[config.mk]
export PLATFORM = sky130hd
export DESIGN_NAME = bpwf_queue
export DESIGN_NICKNAME = d
export VERILOG_FILES = /design/src/hw/rtl/bpwf_pkg.sv /design/src/hw/rtl/bpwf_queue.sv
export SDC_FILE = /design/constraint.sdc
export NUM_CORES = 1
export LEC_CHECK = 0
export BUFFER_PORTS_ARGS = -buffer_cell sky130_fd_sc_hd__buf_2
export CAP_MARGIN = 20
export CORE_MARGIN = 2
export CORE_UTILIZATION = 55
export CTS_BUF_LIST = sky130_fd_sc_hd__clkbuf_8
export CTS_CLUSTER_SIZE = 20
export DETAILED_ROUTE_END_ITERATION = 8
export PLACE_DENSITY = 0.77
export SLEW_MARGIN = 5
export SYNTH_ARGS = -nofsm -noshare
export SYNTH_HDL_FRONTEND = slang
export SYNTH_SLANG_ARGS = --single-unit
[constraint.sdc]
create_clock -name i_clk -period 4.8 [get_ports i_clk]
set_input_delay 0.72 -clock i_clk [delete_from_list [all_inputs] [get_ports i_clk]]
set_output_delay 0.72 -clock i_clk [all_outputs]
set_load 0.05 [all_outputs]
[src/hw/rtl/bpwf_pkg.sv]
// ----------------------------------------------------------------------------
// bpwf_pkg
// Shared types, widths and constants of the beam pair wall follow velocity
// block: beam direction coefficients, the queue entry and the iteration sizes.
// ----------------------------------------------------------------------------
package bpwf_pkg;

    localparam int NUM_BEAMS   = 9;
    localparam int BEAM_W      = 16;
    localparam int BIDX_W      = 4;
    localparam int POS_W       = 24;
    localparam int PAIR_W      = 4;
    localparam int VEL_W       = 16;
    localparam int CFG_W       = 16;
    localparam int CFG_IDX_W   = 2;
    localparam int QUEUE_DEPTH = 4;

    // Configuration register indexes.
    localparam logic [CFG_IDX_W-1:0] CFG_SAFE  = 2'd0;
    localparam logic [CFG_IDX_W-1:0] CFG_SPEED = 2'd1;

    localparam logic [CFG_W-1:0] SAFE_RESET  = 16'd512;
    localparam logic [CFG_W-1:0] SPEED_RESET = 16'd768;

    // Q16 value of cos(30 degrees) as 0.866.
    localparam logic [15:0] Q_COS30 = 16'd56754;

    // Square root and divider sizing.
    localparam int SQ_IN_W   = 56;
    localparam int ROOT_W    = SQ_IN_W / 2;
    localparam int REM_W     = ROOT_W + 4;
    localparam int SQ_STEPS  = 4;
    localparam int SQ_CYC    = ROOT_W / SQ_STEPS;
    localparam int Q_W       = 16;
    localparam int DIV_STEPS = 4;
    localparam int DIV_CYC   = Q_W / DIV_STEPS;
    localparam int NUM_W     = 44;
    localparam int CNT_W     = $clog2(SQ_CYC);

    typedef enum logic [1:0] {
        M_ZERO,
        M_HALF,
        M_COS30,
        M_ONE
    } t_mag;

    typedef struct packed {
        logic neg;
        t_mag mag;
    } t_coef;

    // One classified item as it waits for the velocity unit.
    typedef struct packed {
        logic [PAIR_W-1:0]       pair;
        logic signed [POS_W-1:0] x1;
        logic signed [POS_W-1:0] y1;
        logic signed [POS_W-1:0] x2;
        logic signed [POS_W-1:0] y2;
    } t_wall;

    // Direction cosine of each beam, +120 down to -120 degrees.
    function automatic t_coef cos_sel(input logic [BIDX_W-1:0] idx);
        t_coef c;
        unique case (idx)
            4'd0:    c = '{neg: 1'b1, mag: M_HALF};
            4'd1:    c = '{neg: 1'b0, mag: M_ZERO};
            4'd2:    c = '{neg: 1'b0, mag: M_HALF};
            4'd3:    c = '{neg: 1'b0, mag: M_COS30};
            4'd4:    c = '{neg: 1'b0, mag: M_ONE};
            4'd5:    c = '{neg: 1'b0, mag: M_COS30};
            4'd6:    c = '{neg: 1'b0, mag: M_HALF};
            4'd7:    c = '{neg: 1'b0, mag: M_ZERO};
            4'd8:    c = '{neg: 1'b1, mag: M_HALF};
            default: c = '{neg: 1'b0, mag: M_ZERO};
        endcase
        return c;
    endfunction

    // Direction sine of each beam, +120 down to -120 degrees.
    function automatic t_coef sin_sel(input logic [BIDX_W-1:0] idx);
        t_coef c;
        unique case (idx)
            4'd0:    c = '{neg: 1'b0, mag: M_COS30};
            4'd1:    c = '{neg: 1'b0, mag: M_ONE};
            4'd2:    c = '{neg: 1'b0, mag: M_COS30};
            4'd3:    c = '{neg: 1'b0, mag: M_HALF};
            4'd4:    c = '{neg: 1'b0, mag: M_ZERO};
            4'd5:    c = '{neg: 1'b1, mag: M_HALF};
            4'd6:    c = '{neg: 1'b1, mag: M_COS30};
            4'd7:    c = '{neg: 1'b1, mag: M_ONE};
            4'd8:    c = '{neg: 1'b1, mag: M_COS30};
            default: c = '{neg: 1'b0, mag: M_ZERO};
        endcase
        return c;
    endfunction

endpackage

[src/hw/rtl/bpwf_queue.sv]
// ----------------------------------------------------------------------------
// bpwf_queue
// Short FIFO of classified items between the front and the velocity unit.
// ----------------------------------------------------------------------------
module bpwf_queue #(
    parameter int DEPTH = bpwf_pkg::QUEUE_DEPTH
) (
    input  logic                         i_clk,
    input  logic                         i_rst_n,
    input  logic                         i_push,
    input  bpwf_pkg::t_wall              i_data,
    input  logic                         i_pop,
    output bpwf_pkg::t_wall              o_head,
    output logic                         o_empty,
    output logic [$clog2(DEPTH+1)-1:0]   o_count
);

    localparam int PTR_W = $clog2(DEPTH);

    bpwf_pkg::t_wall             r_mem [DEPTH];
    logic [PTR_W-1:0]            r_wr;
    logic [PTR_W-1:0]            r_rd;
    logic [$clog2(DEPTH+1)-1:0]  r_count;

    // Pointers and fill count.
    always_ff @(posedge i_clk) begin
        if (!i_rst_n) begin
            r_wr    <= '0;
            r_rd    <= '0;
            r_count <= '0;
        end else begin
            if (i_push) begin
                r_wr <= (r_wr == PTR_W'(DEPTH - 1)) ? '0 : r_wr + 1'b1;
            end
            if (i_pop) begin
                r_rd <= (r_rd == PTR_W'(DEPTH - 1)) ? '0 : r_rd + 1'b1;
            end
            if (i_push && !i_pop) begin
                r_count <= r_count + 1'b1;
            end else if (!i_push && i_pop) begin
                r_count <= r_count - 1'b1;
            end
        end
    end

    // Entry storage.
    always_ff @(posedge i_clk) begin
        if (i_push) begin
            r_mem[r_wr] <= i_data;
        end
    end

    assign o_head  = r_mem[r_rd];
    assign o_empty = (r_count == '0);
    assign o_count = r_count;

endmodule

==> flow_summary_export.csv <==
group,metric,value,unit
outcome,status,"completed",
route,first_pass_iters,5,
timing,fin_ws,1389,ps
pwr,vdd_drop_max,0.2861,mV
synthesis,synth_area_leader_cell,"edfxtp_1",
timing,skew,15.91,ps
placed_design,placedInstanceArea,16300,µm²
synthesis,synth.top_cell.area_share,80.19,%
clocking,cts_buffers,60,
critical_path,path_buf_inv,2,
grt,gr-total-overflow,0,
layout,syn2layout_area_growth,16.29,%
route,drt_wl_total,26440,µm
layout,final_cell_area,17420,µm²
die,dieArea,28570,µm²
grt,grt_pass1_vias,7375,
critical_path,worst-path-stages,3,
clocking,cts.sinks,409,
clocking,cts_resized,0,
critical_path,cp_max_fo,32,
grt,antenna_found_initial,5,
pwr,p_leak,5.960,nW
grt,grt_start_max_net_pins,65,
timing,slew_headroom,33.83,%
synthesis,yosysSeqAreaShare,81.39,%
die,die_x,169.0,µm
critical_path,cp_cell_sequence,"buf_4 > mux4_2 > buf_2",
timing,worst_slew_pin_slew,992.6,ps
critical_path,cpPeakStageDelay,770,ps
critical_path,cp-end-kind,"output port",
timing,setup-violations-final,0,
clocking,cts_tree,"done",
hold_path,min_path_cells,1,
timing,rsz0062_at_grt,"false",
clocking,cts_max_level,2,
placed_design,hpwl,16020,µm
route,drcViolationCount,0,
clocking,clkTransAtPathRegs,70,ps
critical_path,rr_worst_depth,4,
timing,fin_crit_sh,71.06,%
synthesis,synth_fp_nets,676,
layout,finalNonFillerCells,1214,
clocking,postCtsSetupBuffers,0,
synthesis,synth_area,14980,µm²
die,die_h,169.0,µm
clocking,clk_path_buf_depth,3,
route,vias,6762,
synthesis,syn_area_per_cell,26.51,µm²
clocking,cts_hold_buf,0,
layout,drive_gt1_share,45.53,%
run,maxCapViolCount,0,
critical_path,crit_type,"register to output port",
hold_path,hold_class,"input port to register",
placed_design,pre_cts_slack,1908,ps
die,ioPinCount,208,
die,core,26880,µm²
timing,timing.final.hold_violations,0,
synthesis,ys_ff_latch,409,
synthesis,synthCells,565,
clocking,clock-root-buffer,"clkbuf_8",
grt,grt_first_pass_wirelength,40380,µm
synthesis,synth.area.top_cells,"edfxtp_1 80%, mux4_2 15%, buf_12 1.3%",
layout,nets,935,
die,rows,60,
synthesis,yosys_warnings,0,
timing,finalCriticalPeriod,3411,ps
placed_design,dp.cells,1103,
critical_path,cp.arrival,2690,ps
pwr,p_per_area,442.1,nW/µm²
timing,slew_violations,0,
critical_path,cp-start-kind,"register",
route,viasPerCell,5.570,
die,start_util,55.74,%
critical_path,worstPathRequired,4080,ps
placed_design,place_congestion,0.7042,
critical_path,cp_slowest_cell,"dfxtp_4",
timing,tns,0,ps
placed_design,io_buffers,207,
clocking,worstSkewPairLatency,580,ps
layout,multi_input_comb_area,2517,µm²
layout,fillers,1749,
timing,fmax,293.2,MHz
route,ant_nets,0,
layout,seq_area,12200,µm²
route,avgRoutedWirePerCell,21.78,µm
route,drt_iter0_drc,503,
critical_path,crit_family,"flip-flops",
grt,track_usage,18.67,%
synthesis,synth_cell_types,21,
-- logic make-up after synthesis --
| group | synth area share (%) |
|---|---|
| buf+inv | 1.871 |
| compound gates | 0.1337 |
| mux | 15.30 |
| simple gates | 0.5513 |
| fa+ha+maj | 0.6348 |
| flops | 81.39 |
| xor+xnor | 0.1170 |
-- worst reg2reg max path: stages (launching register included) --
cell     delay [ps]
dfxtp_1         340
inv_1           100
ha_1            160
and2_4          780
buf_4           480
-- layout make-up --
cell class | instances | area share [%]
timing repair buffer | 219 | 6.536
clock inverter | 49 | 1.609
inverter | 4 | 0.08619
clock buffer | 61 | 4.820
sequential | 409 | 70.03
tap | 341 | 2.449
antenna | 1 | 0.01437
multi-input combinational | 130 | 14.45
-- synthesized netlist by cell type --
cell,n
nor2_1,1
nor3_1,2
xnor2_1,1
buf_12,10
nor2b_1,5
mux4_2,100
o21ai_0,1
ha_1,6
buf_6,1
inv_1,4
o21a_1,1
buf_1,1
dfxtp_1,9
buf_2,10
a21boi_0,1
or3_1,1
fa_1,1
edfxtp_1,400
and2_1,5
xor2_1,1
mux2i_1,4
-- per-layer routing --
layer  global-route usage (%)  wire, µm  vias up
met3                    5.588      1879       55
met5                        0        48        -
met4                    5.686       558        8
li1                         -         -     2968
met1                    23.45     10300     3504
met2                    31.82     13660      227
-- cells in the final DEF, fill, tap and decap left out, types with 2 or more instances in the layout --
master | netlist | routed
dfxtp_1 | 9 | 7
dfxtp_4 | 0 | 2
nor3_1 | 2 | 2
clkbuf_8 | 0 | 61
bufinv_16 | 0 | 3
clkinvlp_4 | 0 | 3
edfxtp_1 | 400 | 400
clkinv_1 | 0 | 16
ha_1 | 6 | 6
buf_4 | 0 | 11
buf_2 | 10 | 207
clkinv_2 | 0 | 5
mux2i_1 | 4 | 4
nor2b_1 | 5 | 5
inv_1 | 4 | 26
mux4_2 | 100 | 100
and2_4 | 0 | 4
-- worst paths after layout --
| check | startpoint | slack [ps] | end |
|---|---|---|---|
| worst max-delay path | register | 1390 | o_head[40] |
| worst min-delay path | i_data[86] | 350 | r_mem[3][86] |
| worst max register to register | r_wr[0] | 2600 | r_mem[2][97] |
| worst min register to register | o_count[2] | 530 | o_count[2] |
-- through the flow --
stage                     total power [W]  hold slack, ps  utilization, %
after global placement           0.005205           485.8           60.64
after floorplan                  0.004987           512.5               -
after CTS                        0.007792           306.5           64.80
after detailed placement         0.005240           526.1           60.64
final                            0.007701           352.2           64.81
after global routing             0.007987           318.1           64.80
-- state kept, by name, indices dropped and copies added (netlist names), named ones only --
signal and count:
r_rd 2, r_wr 2, o_count 3, r_mem 400
-- power breakdown --
group          switching [W]  internal [W]
sequential         0.0000645       0.00409
combinational       0.000698      0.000294
clock                0.00121       0.00134
total                0.00197       0.00573
Note: power is estimated with default switching activity, not from simulation.
