File: src/hw/rtl/bpwf_pkg.sv
// ----------------------------------------------------------------------------
// bpwf_pkg
// Shared types, widths and constants of the beam pair wall follow velocity
// block: beam direction coefficients, the queue entry and the iteration sizes.
// ----------------------------------------------------------------------------
package bpwf_pkg;

    localparam int NUM_BEAMS   = 9;
    localparam int BEAM_W      = 16;
    localparam int BIDX_W      = 4;
    localparam int POS_W       = 24;
    localparam int PAIR_W      = 4;
    localparam int VEL_W       = 16;
    localparam int CFG_W       = 16;
    localparam int CFG_IDX_W   = 2;
    localparam int QUEUE_DEPTH = 4;

    // Configuration register indexes.
    localparam logic [CFG_IDX_W-1:0] CFG_SAFE  = 2'd0;
    localparam logic [CFG_IDX_W-1:0] CFG_SPEED = 2'd1;

    localparam logic [CFG_W-1:0] SAFE_RESET  = 16'd512;
    localparam logic [CFG_W-1:0] SPEED_RESET = 16'd768;

    // Q16 value of cos(30 degrees) as 0.866.
    localparam logic [15:0] Q_COS30 = 16'd56754;

    // Square root and divider sizing.
    localparam int SQ_IN_W   = 56;
    localparam int ROOT_W    = SQ_IN_W / 2;
    localparam int REM_W     = ROOT_W + 4;
    localparam int SQ_STEPS  = 4;
    localparam int SQ_CYC    = ROOT_W / SQ_STEPS;
    localparam int Q_W       = 16;
    localparam int DIV_STEPS = 4;
    localparam int DIV_CYC   = Q_W / DIV_STEPS;
    localparam int NUM_W     = 44;
    localparam int CNT_W     = $clog2(SQ_CYC);

    typedef enum logic [1:0] {
        M_ZERO,
        M_HALF,
        M_COS30,
        M_ONE
    } t_mag;

    typedef struct packed {
        logic neg;
        t_mag mag;
    } t_coef;

    // One classified item as it waits for the velocity unit.
    typedef struct packed {
        logic [PAIR_W-1:0]       pair;
        logic signed [POS_W-1:0] x1;
        logic signed [POS_W-1:0] y1;
        logic signed [POS_W-1:0] x2;
        logic signed [POS_W-1:0] y2;
    } t_wall;

    // Direction cosine of each beam, +120 down to -120 degrees.
    function automatic t_coef cos_sel(input logic [BIDX_W-1:0] idx);
        t_coef c;
        unique case (idx)
            4'd0:    c = '{neg: 1'b1, mag: M_HALF};
            4'd1:    c = '{neg: 1'b0, mag: M_ZERO};
            4'd2:    c = '{neg: 1'b0, mag: M_HALF};
            4'd3:    c = '{neg: 1'b0, mag: M_COS30};
            4'd4:    c = '{neg: 1'b0, mag: M_ONE};
            4'd5:    c = '{neg: 1'b0, mag: M_COS30};
            4'd6:    c = '{neg: 1'b0, mag: M_HALF};
            4'd7:    c = '{neg: 1'b0, mag: M_ZERO};
            4'd8:    c = '{neg: 1'b1, mag: M_HALF};
            default: c = '{neg: 1'b0, mag: M_ZERO};
        endcase
        return c;
    endfunction

    // Direction sine of each beam, +120 down to -120 degrees.
    function automatic t_coef sin_sel(input logic [BIDX_W-1:0] idx);
        t_coef c;
        unique case (idx)
            4'd0:    c = '{neg: 1'b0, mag: M_COS30};
            4'd1:    c = '{neg: 1'b0, mag: M_ONE};
            4'd2:    c = '{neg: 1'b0, mag: M_COS30};
            4'd3:    c = '{neg: 1'b0, mag: M_HALF};
            4'd4:    c = '{neg: 1'b0, mag: M_ZERO};
            4'd5:    c = '{neg: 1'b1, mag: M_HALF};
            4'd6:    c = '{neg: 1'b1, mag: M_COS30};
            4'd7:    c = '{neg: 1'b1, mag: M_ONE};
            4'd8:    c = '{neg: 1'b1, mag: M_COS30};
            default: c = '{neg: 1'b0, mag: M_ZERO};
        endcase
        return c;
    endfunction

endpackage

File: src/hw/rtl/bpwf_front.sv
// ----------------------------------------------------------------------------
// bpwf_front
// Classifies a scan: finds the first adjacent beam pair under the threshold,
// scales the two ranges into offsets and places the saturated hit points.
// ----------------------------------------------------------------------------
module bpwf_front (
    input  logic                                            i_clk,
    input  logic                                            i_rst_n,
    input  logic                                            i_load,
    input  logic [bpwf_pkg::CFG_W-1:0]                      i_safe,
    input  logic [bpwf_pkg::NUM_BEAMS-1:0][bpwf_pkg::BEAM_W-1:0] i_beams,
    input  logic signed [bpwf_pkg::POS_W-1:0]               i_pos_x,
    input  logic signed [bpwf_pkg::POS_W-1:0]               i_pos_y,
    output logic                                            o_busy,
    output logic                                            o_push,
    output bpwf_pkg::t_wall                                 o_entry
);

    logic [bpwf_pkg::NUM_BEAMS-1:0]  w_lt;
    logic [bpwf_pkg::PAIR_W-1:0]     w_pair;
    logic [bpwf_pkg::BIDX_W-1:0]     w_k;
    logic [bpwf_pkg::BEAM_W-1:0]     w_ba;
    logic [bpwf_pkg::BEAM_W-1:0]     w_bb;

    logic                            r_vld;
    logic [bpwf_pkg::PAIR_W-1:0]     r_pair;
    logic [bpwf_pkg::BIDX_W-1:0]     r_k;
    logic [bpwf_pkg::BEAM_W-1:0]     r_ba;
    logic [bpwf_pkg::BEAM_W-1:0]     r_bb;
    logic [31:0]                     r_pa;
    logic [31:0]                     r_pb;
    logic signed [bpwf_pkg::POS_W-1:0] r_px;
    logic signed [bpwf_pkg::POS_W-1:0] r_py;

    // Threshold compare and first-pair priority pick.
    always_comb begin
        for (int k = 0; k < bpwf_pkg::NUM_BEAMS; k++) begin
            w_lt[k] = i_beams[k] < i_safe;
        end
        w_pair = '0;
        for (int k = bpwf_pkg::NUM_BEAMS - 2; k >= 0; k--) begin
            if (w_lt[k] && w_lt[k+1]) begin
                w_pair = bpwf_pkg::PAIR_W'(k + 1);
            end
        end
        w_k  = (w_pair == '0) ? '0 : bpwf_pkg::BIDX_W'(w_pair - 1'b1);
        w_ba = i_beams[w_k];
        w_bb = i_beams[w_k + 1'b1];
    end

    // Stage register: selected ranges and their cos(30) products.
    always_ff @(posedge i_clk) begin
        if (!i_rst_n) begin
            r_vld <= 1'b0;
        end else begin
            r_vld <= i_load;
        end
        if (i_load) begin
            r_pair <= w_pair;
            r_k    <= w_k;
            r_ba   <= w_ba;
            r_bb   <= w_bb;
            r_pa   <= w_ba * bpwf_pkg::Q_COS30;
            r_pb   <= w_bb * bpwf_pkg::Q_COS30;
            r_px   <= i_pos_x;
            r_py   <= i_pos_y;
        end
    end

    // Rounded signed offset of one range along one coefficient.
    function automatic logic signed [17:0] offset(
        input logic [bpwf_pkg::BEAM_W-1:0] beam,
        input logic [31:0]                 prod,
        input bpwf_pkg::t_coef             c
    );
        logic [16:0] mag;
        logic [32:0] rnd;
        rnd = {1'b0, prod} + 33'd32768;
        case (c.mag)
            bpwf_pkg::M_ZERO:  mag = '0;
            bpwf_pkg::M_HALF:  mag = 17'(({1'b0, beam} + 17'd1) >> 1);
            bpwf_pkg::M_COS30: mag = rnd[32:16];
            bpwf_pkg::M_ONE:   mag = {1'b0, beam};
            default:           mag = '0;
        endcase
        return c.neg ? -$signed({1'b0, mag}) : $signed({1'b0, mag});
    endfunction

    // Position plus offset, saturated to the position range.
    function automatic logic signed [bpwf_pkg::POS_W-1:0] place(
        input logic signed [bpwf_pkg::POS_W-1:0] pos,
        input logic signed [17:0]                off
    );
        logic signed [25:0] sum;
        sum = {{2{pos[23]}}, pos} + {{8{off[17]}}, off};
        if (sum[25:23] == 3'b000 || sum[25:23] == 3'b111) begin
            return sum[23:0];
        end
        return sum[25] ? 24'sh800000 : 24'sh7FFFFF;
    endfunction

    // Hit points go straight into the queue; no obstacle gives zeros.
    always_comb begin
        o_push        = r_vld;
        o_busy        = r_vld;
        o_entry.pair  = r_pair;
        if (r_pair == '0) begin
            o_entry.x1 = '0;
            o_entry.y1 = '0;
            o_entry.x2 = '0;
            o_entry.y2 = '0;
        end else begin
            o_entry.x1 = place(r_px, offset(r_ba, r_pa, bpwf_pkg::cos_sel(r_k)));
            o_entry.y1 = place(r_py, offset(r_ba, r_pa, bpwf_pkg::sin_sel(r_k)));
            o_entry.x2 = place(r_px, offset(r_bb, r_pb, bpwf_pkg::cos_sel(r_k + 1'b1)));
            o_entry.y2 = place(r_py, offset(r_bb, r_pb, bpwf_pkg::sin_sel(r_k + 1'b1)));
        end
    end

endmodule

File: config.mk
export PLATFORM = sky130hd
export DESIGN_NAME = bpwf_front
export DESIGN_NICKNAME = d
export VERILOG_FILES = /design/src/hw/rtl/bpwf_pkg.sv /design/src/hw/rtl/bpwf_front.sv
export SDC_FILE = /design/constraint.sdc
export NUM_CORES = 2
export LEC_CHECK = 0
export ABC_AREA = 1
export BUFFER_PORTS_ARGS = -buffer_cell sky130_fd_sc_hd__buf_2
export CAP_MARGIN = 30
export CORE_ASPECT_RATIO = 0.8
export CORE_MARGIN = 4
export CORE_UTILIZATION = 56
export DETAILED_ROUTE_END_ITERATION = 16
export PLACE_DENSITY = 0.8
export SYNTH_ARGS = -nofsm -noshare
export SYNTH_HDL_FRONTEND = slang
export SYNTH_SLANG_ARGS = --single-unit
File: constraint.sdc
create_clock -name i_clk -period 9.25 [get_ports i_clk]
set_input_delay 0.925 -clock i_clk [delete_from_list [all_inputs] [get_ports i_clk]]
set_output_delay 0.925 -clock i_clk [all_outputs]
set_load 0.01 [all_outputs]
==> flow_summary_export.csv <==
group,metric,value,unit
layout,fillers,4377,
timing,finalCritPeriodShare,96.0,%
cts,cts_buffers,17,
synthesis,syn_area,28400,sq um
route,drc,0,
grt,grt_pass1_wl,142,mm
layout,area_delta_synth_final,16.2,%
timing,min_period,8.88,ns
cts,cts_buffer_depth,2,
layout,multiInputGateArea,21700,sq um
layout,drive_gt1_share,16.3,%
timing,maxSlewHeadroom,44.0,%
grt,grt_start_max_net_pins,81,
cts,clk_latency,0.44,ns
floorplan,num_io_pins,313,
worst_hold_path,hold_path_class,"primary input to flop",
critical_path,path_class,"primary input to flop",
placement,globalplace.congestion,1.02,
synthesis,synthCells,3850,
floorplan,core_area,50000,sq um
floorplan,die_y,209,um
placement,portBuffers,312,
grt,globalRouteOverflowTotal,0,
synthesis,synth_edf_count,122,
synthesis,yosysSeqAreaShare,13.4,%
critical_path,cp_slowest_cell,"fa_1",
timing,setup_slack,0.370,ns
cts,clk_pin_slew,0.07,ns
route,wl,90.7,mm
placement,dp_hpwl,77.2,mm
timing,slew_viol_final,0,
critical_path,max_stage_delay,0.51,ns
route,antenna_left,0,
synthesis,synthArstFlopShare,0,%
synthesis,ys_ff_latch,129,
timing,fmax,0.113,GHz
floorplan,dieArea,54400,sq um
route,drt_iter0_markers,2605,
critical_path,critPathMaxFanout,13,
cts,cts_tree,"done",
critical_path,endpoint_kind,"flop",
route,viasPerCell,5.54,
route,firstDrtPassIters,9,
placement,pre_cts_slack,-0.195,ns
critical_path,cpMostUsedCell,"nand2_1",
synthesis,yosys_warnings,0,
floorplan,initial_core_util,56.9,%
floorplan,rows,73,
timing,setup_viol,0,
route,vias,27700,
synthesis,yosys.cell_types.count,69,
critical_path,crit_required,9.45,ns
layout,seq_area,3800,sq um
timing,finalHoldViolations,0,
critical_path,arrival,9.08,ns
layout,nets,5175,
synthesis,synth_nets,4718,
job,cap_violations,0,
synthesis,synth-main-ff-cell,"edfxtp_1",
timing,rsz0062_at_grt,"true",
grt,antenna_found_initial,5,
outcome,status,"completed",
cts,clock-sinks,129,
grt,grt_usage,32.9,%
cts,clockRootBuffer,"clkbuf_16",
grt,grt_pass1_vias,26700,
timing,worst_pin_slew,0.841,ns
synthesis,synth.avg_cell_area,7.38,sq um
cts,htreeDepth,4,
critical_path,startpoint_type,"primary input",
route,avgRoutedWirePerCell,18.1,um
floorplan,die_x,260,um
timing,finalClockSkew,0.00704,ns
-- cells in the mapped netlist (16+ instances only) --
cell / n / area [sq um]
xnor2_1: 63 / 552
fa_1: 208 / 4160
o21ai_1: 34 / 170
inv_1: 732 / 2750
edfxtp_1: 122 / 3660
buf_2: 22 / 110
nand3_1: 153 / 766
nor2_1: 293 / 1100
o21ai_0: 204 / 1020
nand2_2: 17 / 106
xor2_1: 156 / 1370
o21a_1: 25 / 188
ha_1: 449 / 5620
nor4_1: 16 / 100
clkbuf_1: 38 / 143
o211ai_1: 22 / 165
nand2_1: 683 / 2560
o21ai_2: 27 / 236
o22ai_1: 26 / 163
nor3_1: 68 / 340
a21oi_1: 288 / 1440
-- placed cells by master (no fill, tap or decap), types with 8 or more instances in the layout --
cell | synthesis | layout
a21boi_1 | 12 | 12
a21boi_2 | 8 | 8
a21oi_1 | 288 | 280
a21oi_2 | 4 | 11
a221oi_1 | 12 | 12
a31oi_1 | 12 | 11
buf_2 | 22 | 311
buf_4 | 4 | 191
clkbuf_16 | 0 | 17
edfxtp_1 | 122 | 122
fa_1 | 208 | 208
ha_1 | 449 | 439
ha_4 | 0 | 8
inv_1 | 732 | 723
inv_2 | 15 | 20
nand2_1 | 683 | 681
nand2_2 | 17 | 19
nand3_1 | 153 | 152
nand4_1 | 13 | 13
nor2_1 | 293 | 289
nor2_2 | 9 | 13
nor3_1 | 68 | 65
nor4_1 | 16 | 13
o211ai_1 | 22 | 22
o21a_1 | 25 | 25
o21ai_0 | 204 | 199
o21ai_1 | 34 | 35
o21ai_2 | 27 | 30
o221ai_1 | 14 | 13
o22ai_1 | 26 | 26
or2_2 | 9 | 9
xnor2_1 | 63 | 63
xor2_1 | 156 | 156
-- metal layers --
layer,share of wire (%),global-route usage (%)
met1,44,47.8
met2,43,51.4
met3,9.7,5.60
met4,2.9,7.92
met5,0,0
-- kinds of logic (layout without fill, tap and decap cells) --
group,Yosys count,count (layout),share of synthesized area [%]
flip-flops,129,129,13.4
adder cells (fa/ha/maj),657,657,34.4
AND/OR/NAND/NOR,1287,1287,19.1
XOR/XNOR,219,219,6.75
other,0,5,0
buffers and inverters,824,1294,11.1
multiplexers,2,2,0.0749
AO/OA/AOI/OAI,732,732,15.2
-- metrics by stage --
step	util (%)	setup TNS [ns]	hold slack (ns)	instances	cell area (sq um)
5_1_grt	66.1	-0.226	0.638	5000	33000
3_5_place_dp	64.2	-1.03	0.737	4957	32100
2_1_floorplan	-	0	0.645	3850	28500
3_3_place_gp	64.2	-0.138	0.719	4956	32100
4_1_cts	65.4	0	0.637	4989	32700
6_report	66.1	0	0.651	5000	33000
-- registers in the layout, summed over array words and instances, names as in the netlist, named ones only --
signal and cells:
r_pa 17, r_py 24, r_pair 4, o_busy 1
r_px 24, r_bb 16, r_ba 16, r_pb 17
r_k 4
-- worst paths after layout --
check	cells after the start	slack, ns	end	startpoint
worst max-delay path	42	0.37	r_pb[29]$_DFFE_PP_	i_safe[3]
worst min-delay path	1	0.65	r_py[20]$_DFFE_PP_	i_pos_y[20]
worst max register to register	5	7.86	flop	r_k[0]$_DFFE_PP_
worst min register to register	2	0.76	flop	r_k[0]$_DFFE_PP_
-- repair_timing --
item                                    CTS  global route
hold buffers                              0             0
resized for setup                         0            53
endpoints found under the setup margin    0            32
buffers inserted                          0             4
-- layout make-up --
cell class,count,area share (%)
antenna,5,0.0379
clock buffer,17,1.29
clock inverter,15,0.644
inverter,750,8.57
multi-input combinational,2897,65.8
sequential,129,11.5
tap,675,2.56
timing repair buffer,512,9.59
-- critical path, delay by kind of cell --
family / cells / cell delay, ns
fa+ha+maj: 10 / 3.59
buf+inv: 12 / 1.72
compound gates: 9 / 1.70
simple gates: 11 / 1.11
Power is left out: the tool's default activity adds up to more than one toggle a clock period on the data nets, which glitch-free logic cannot reach.
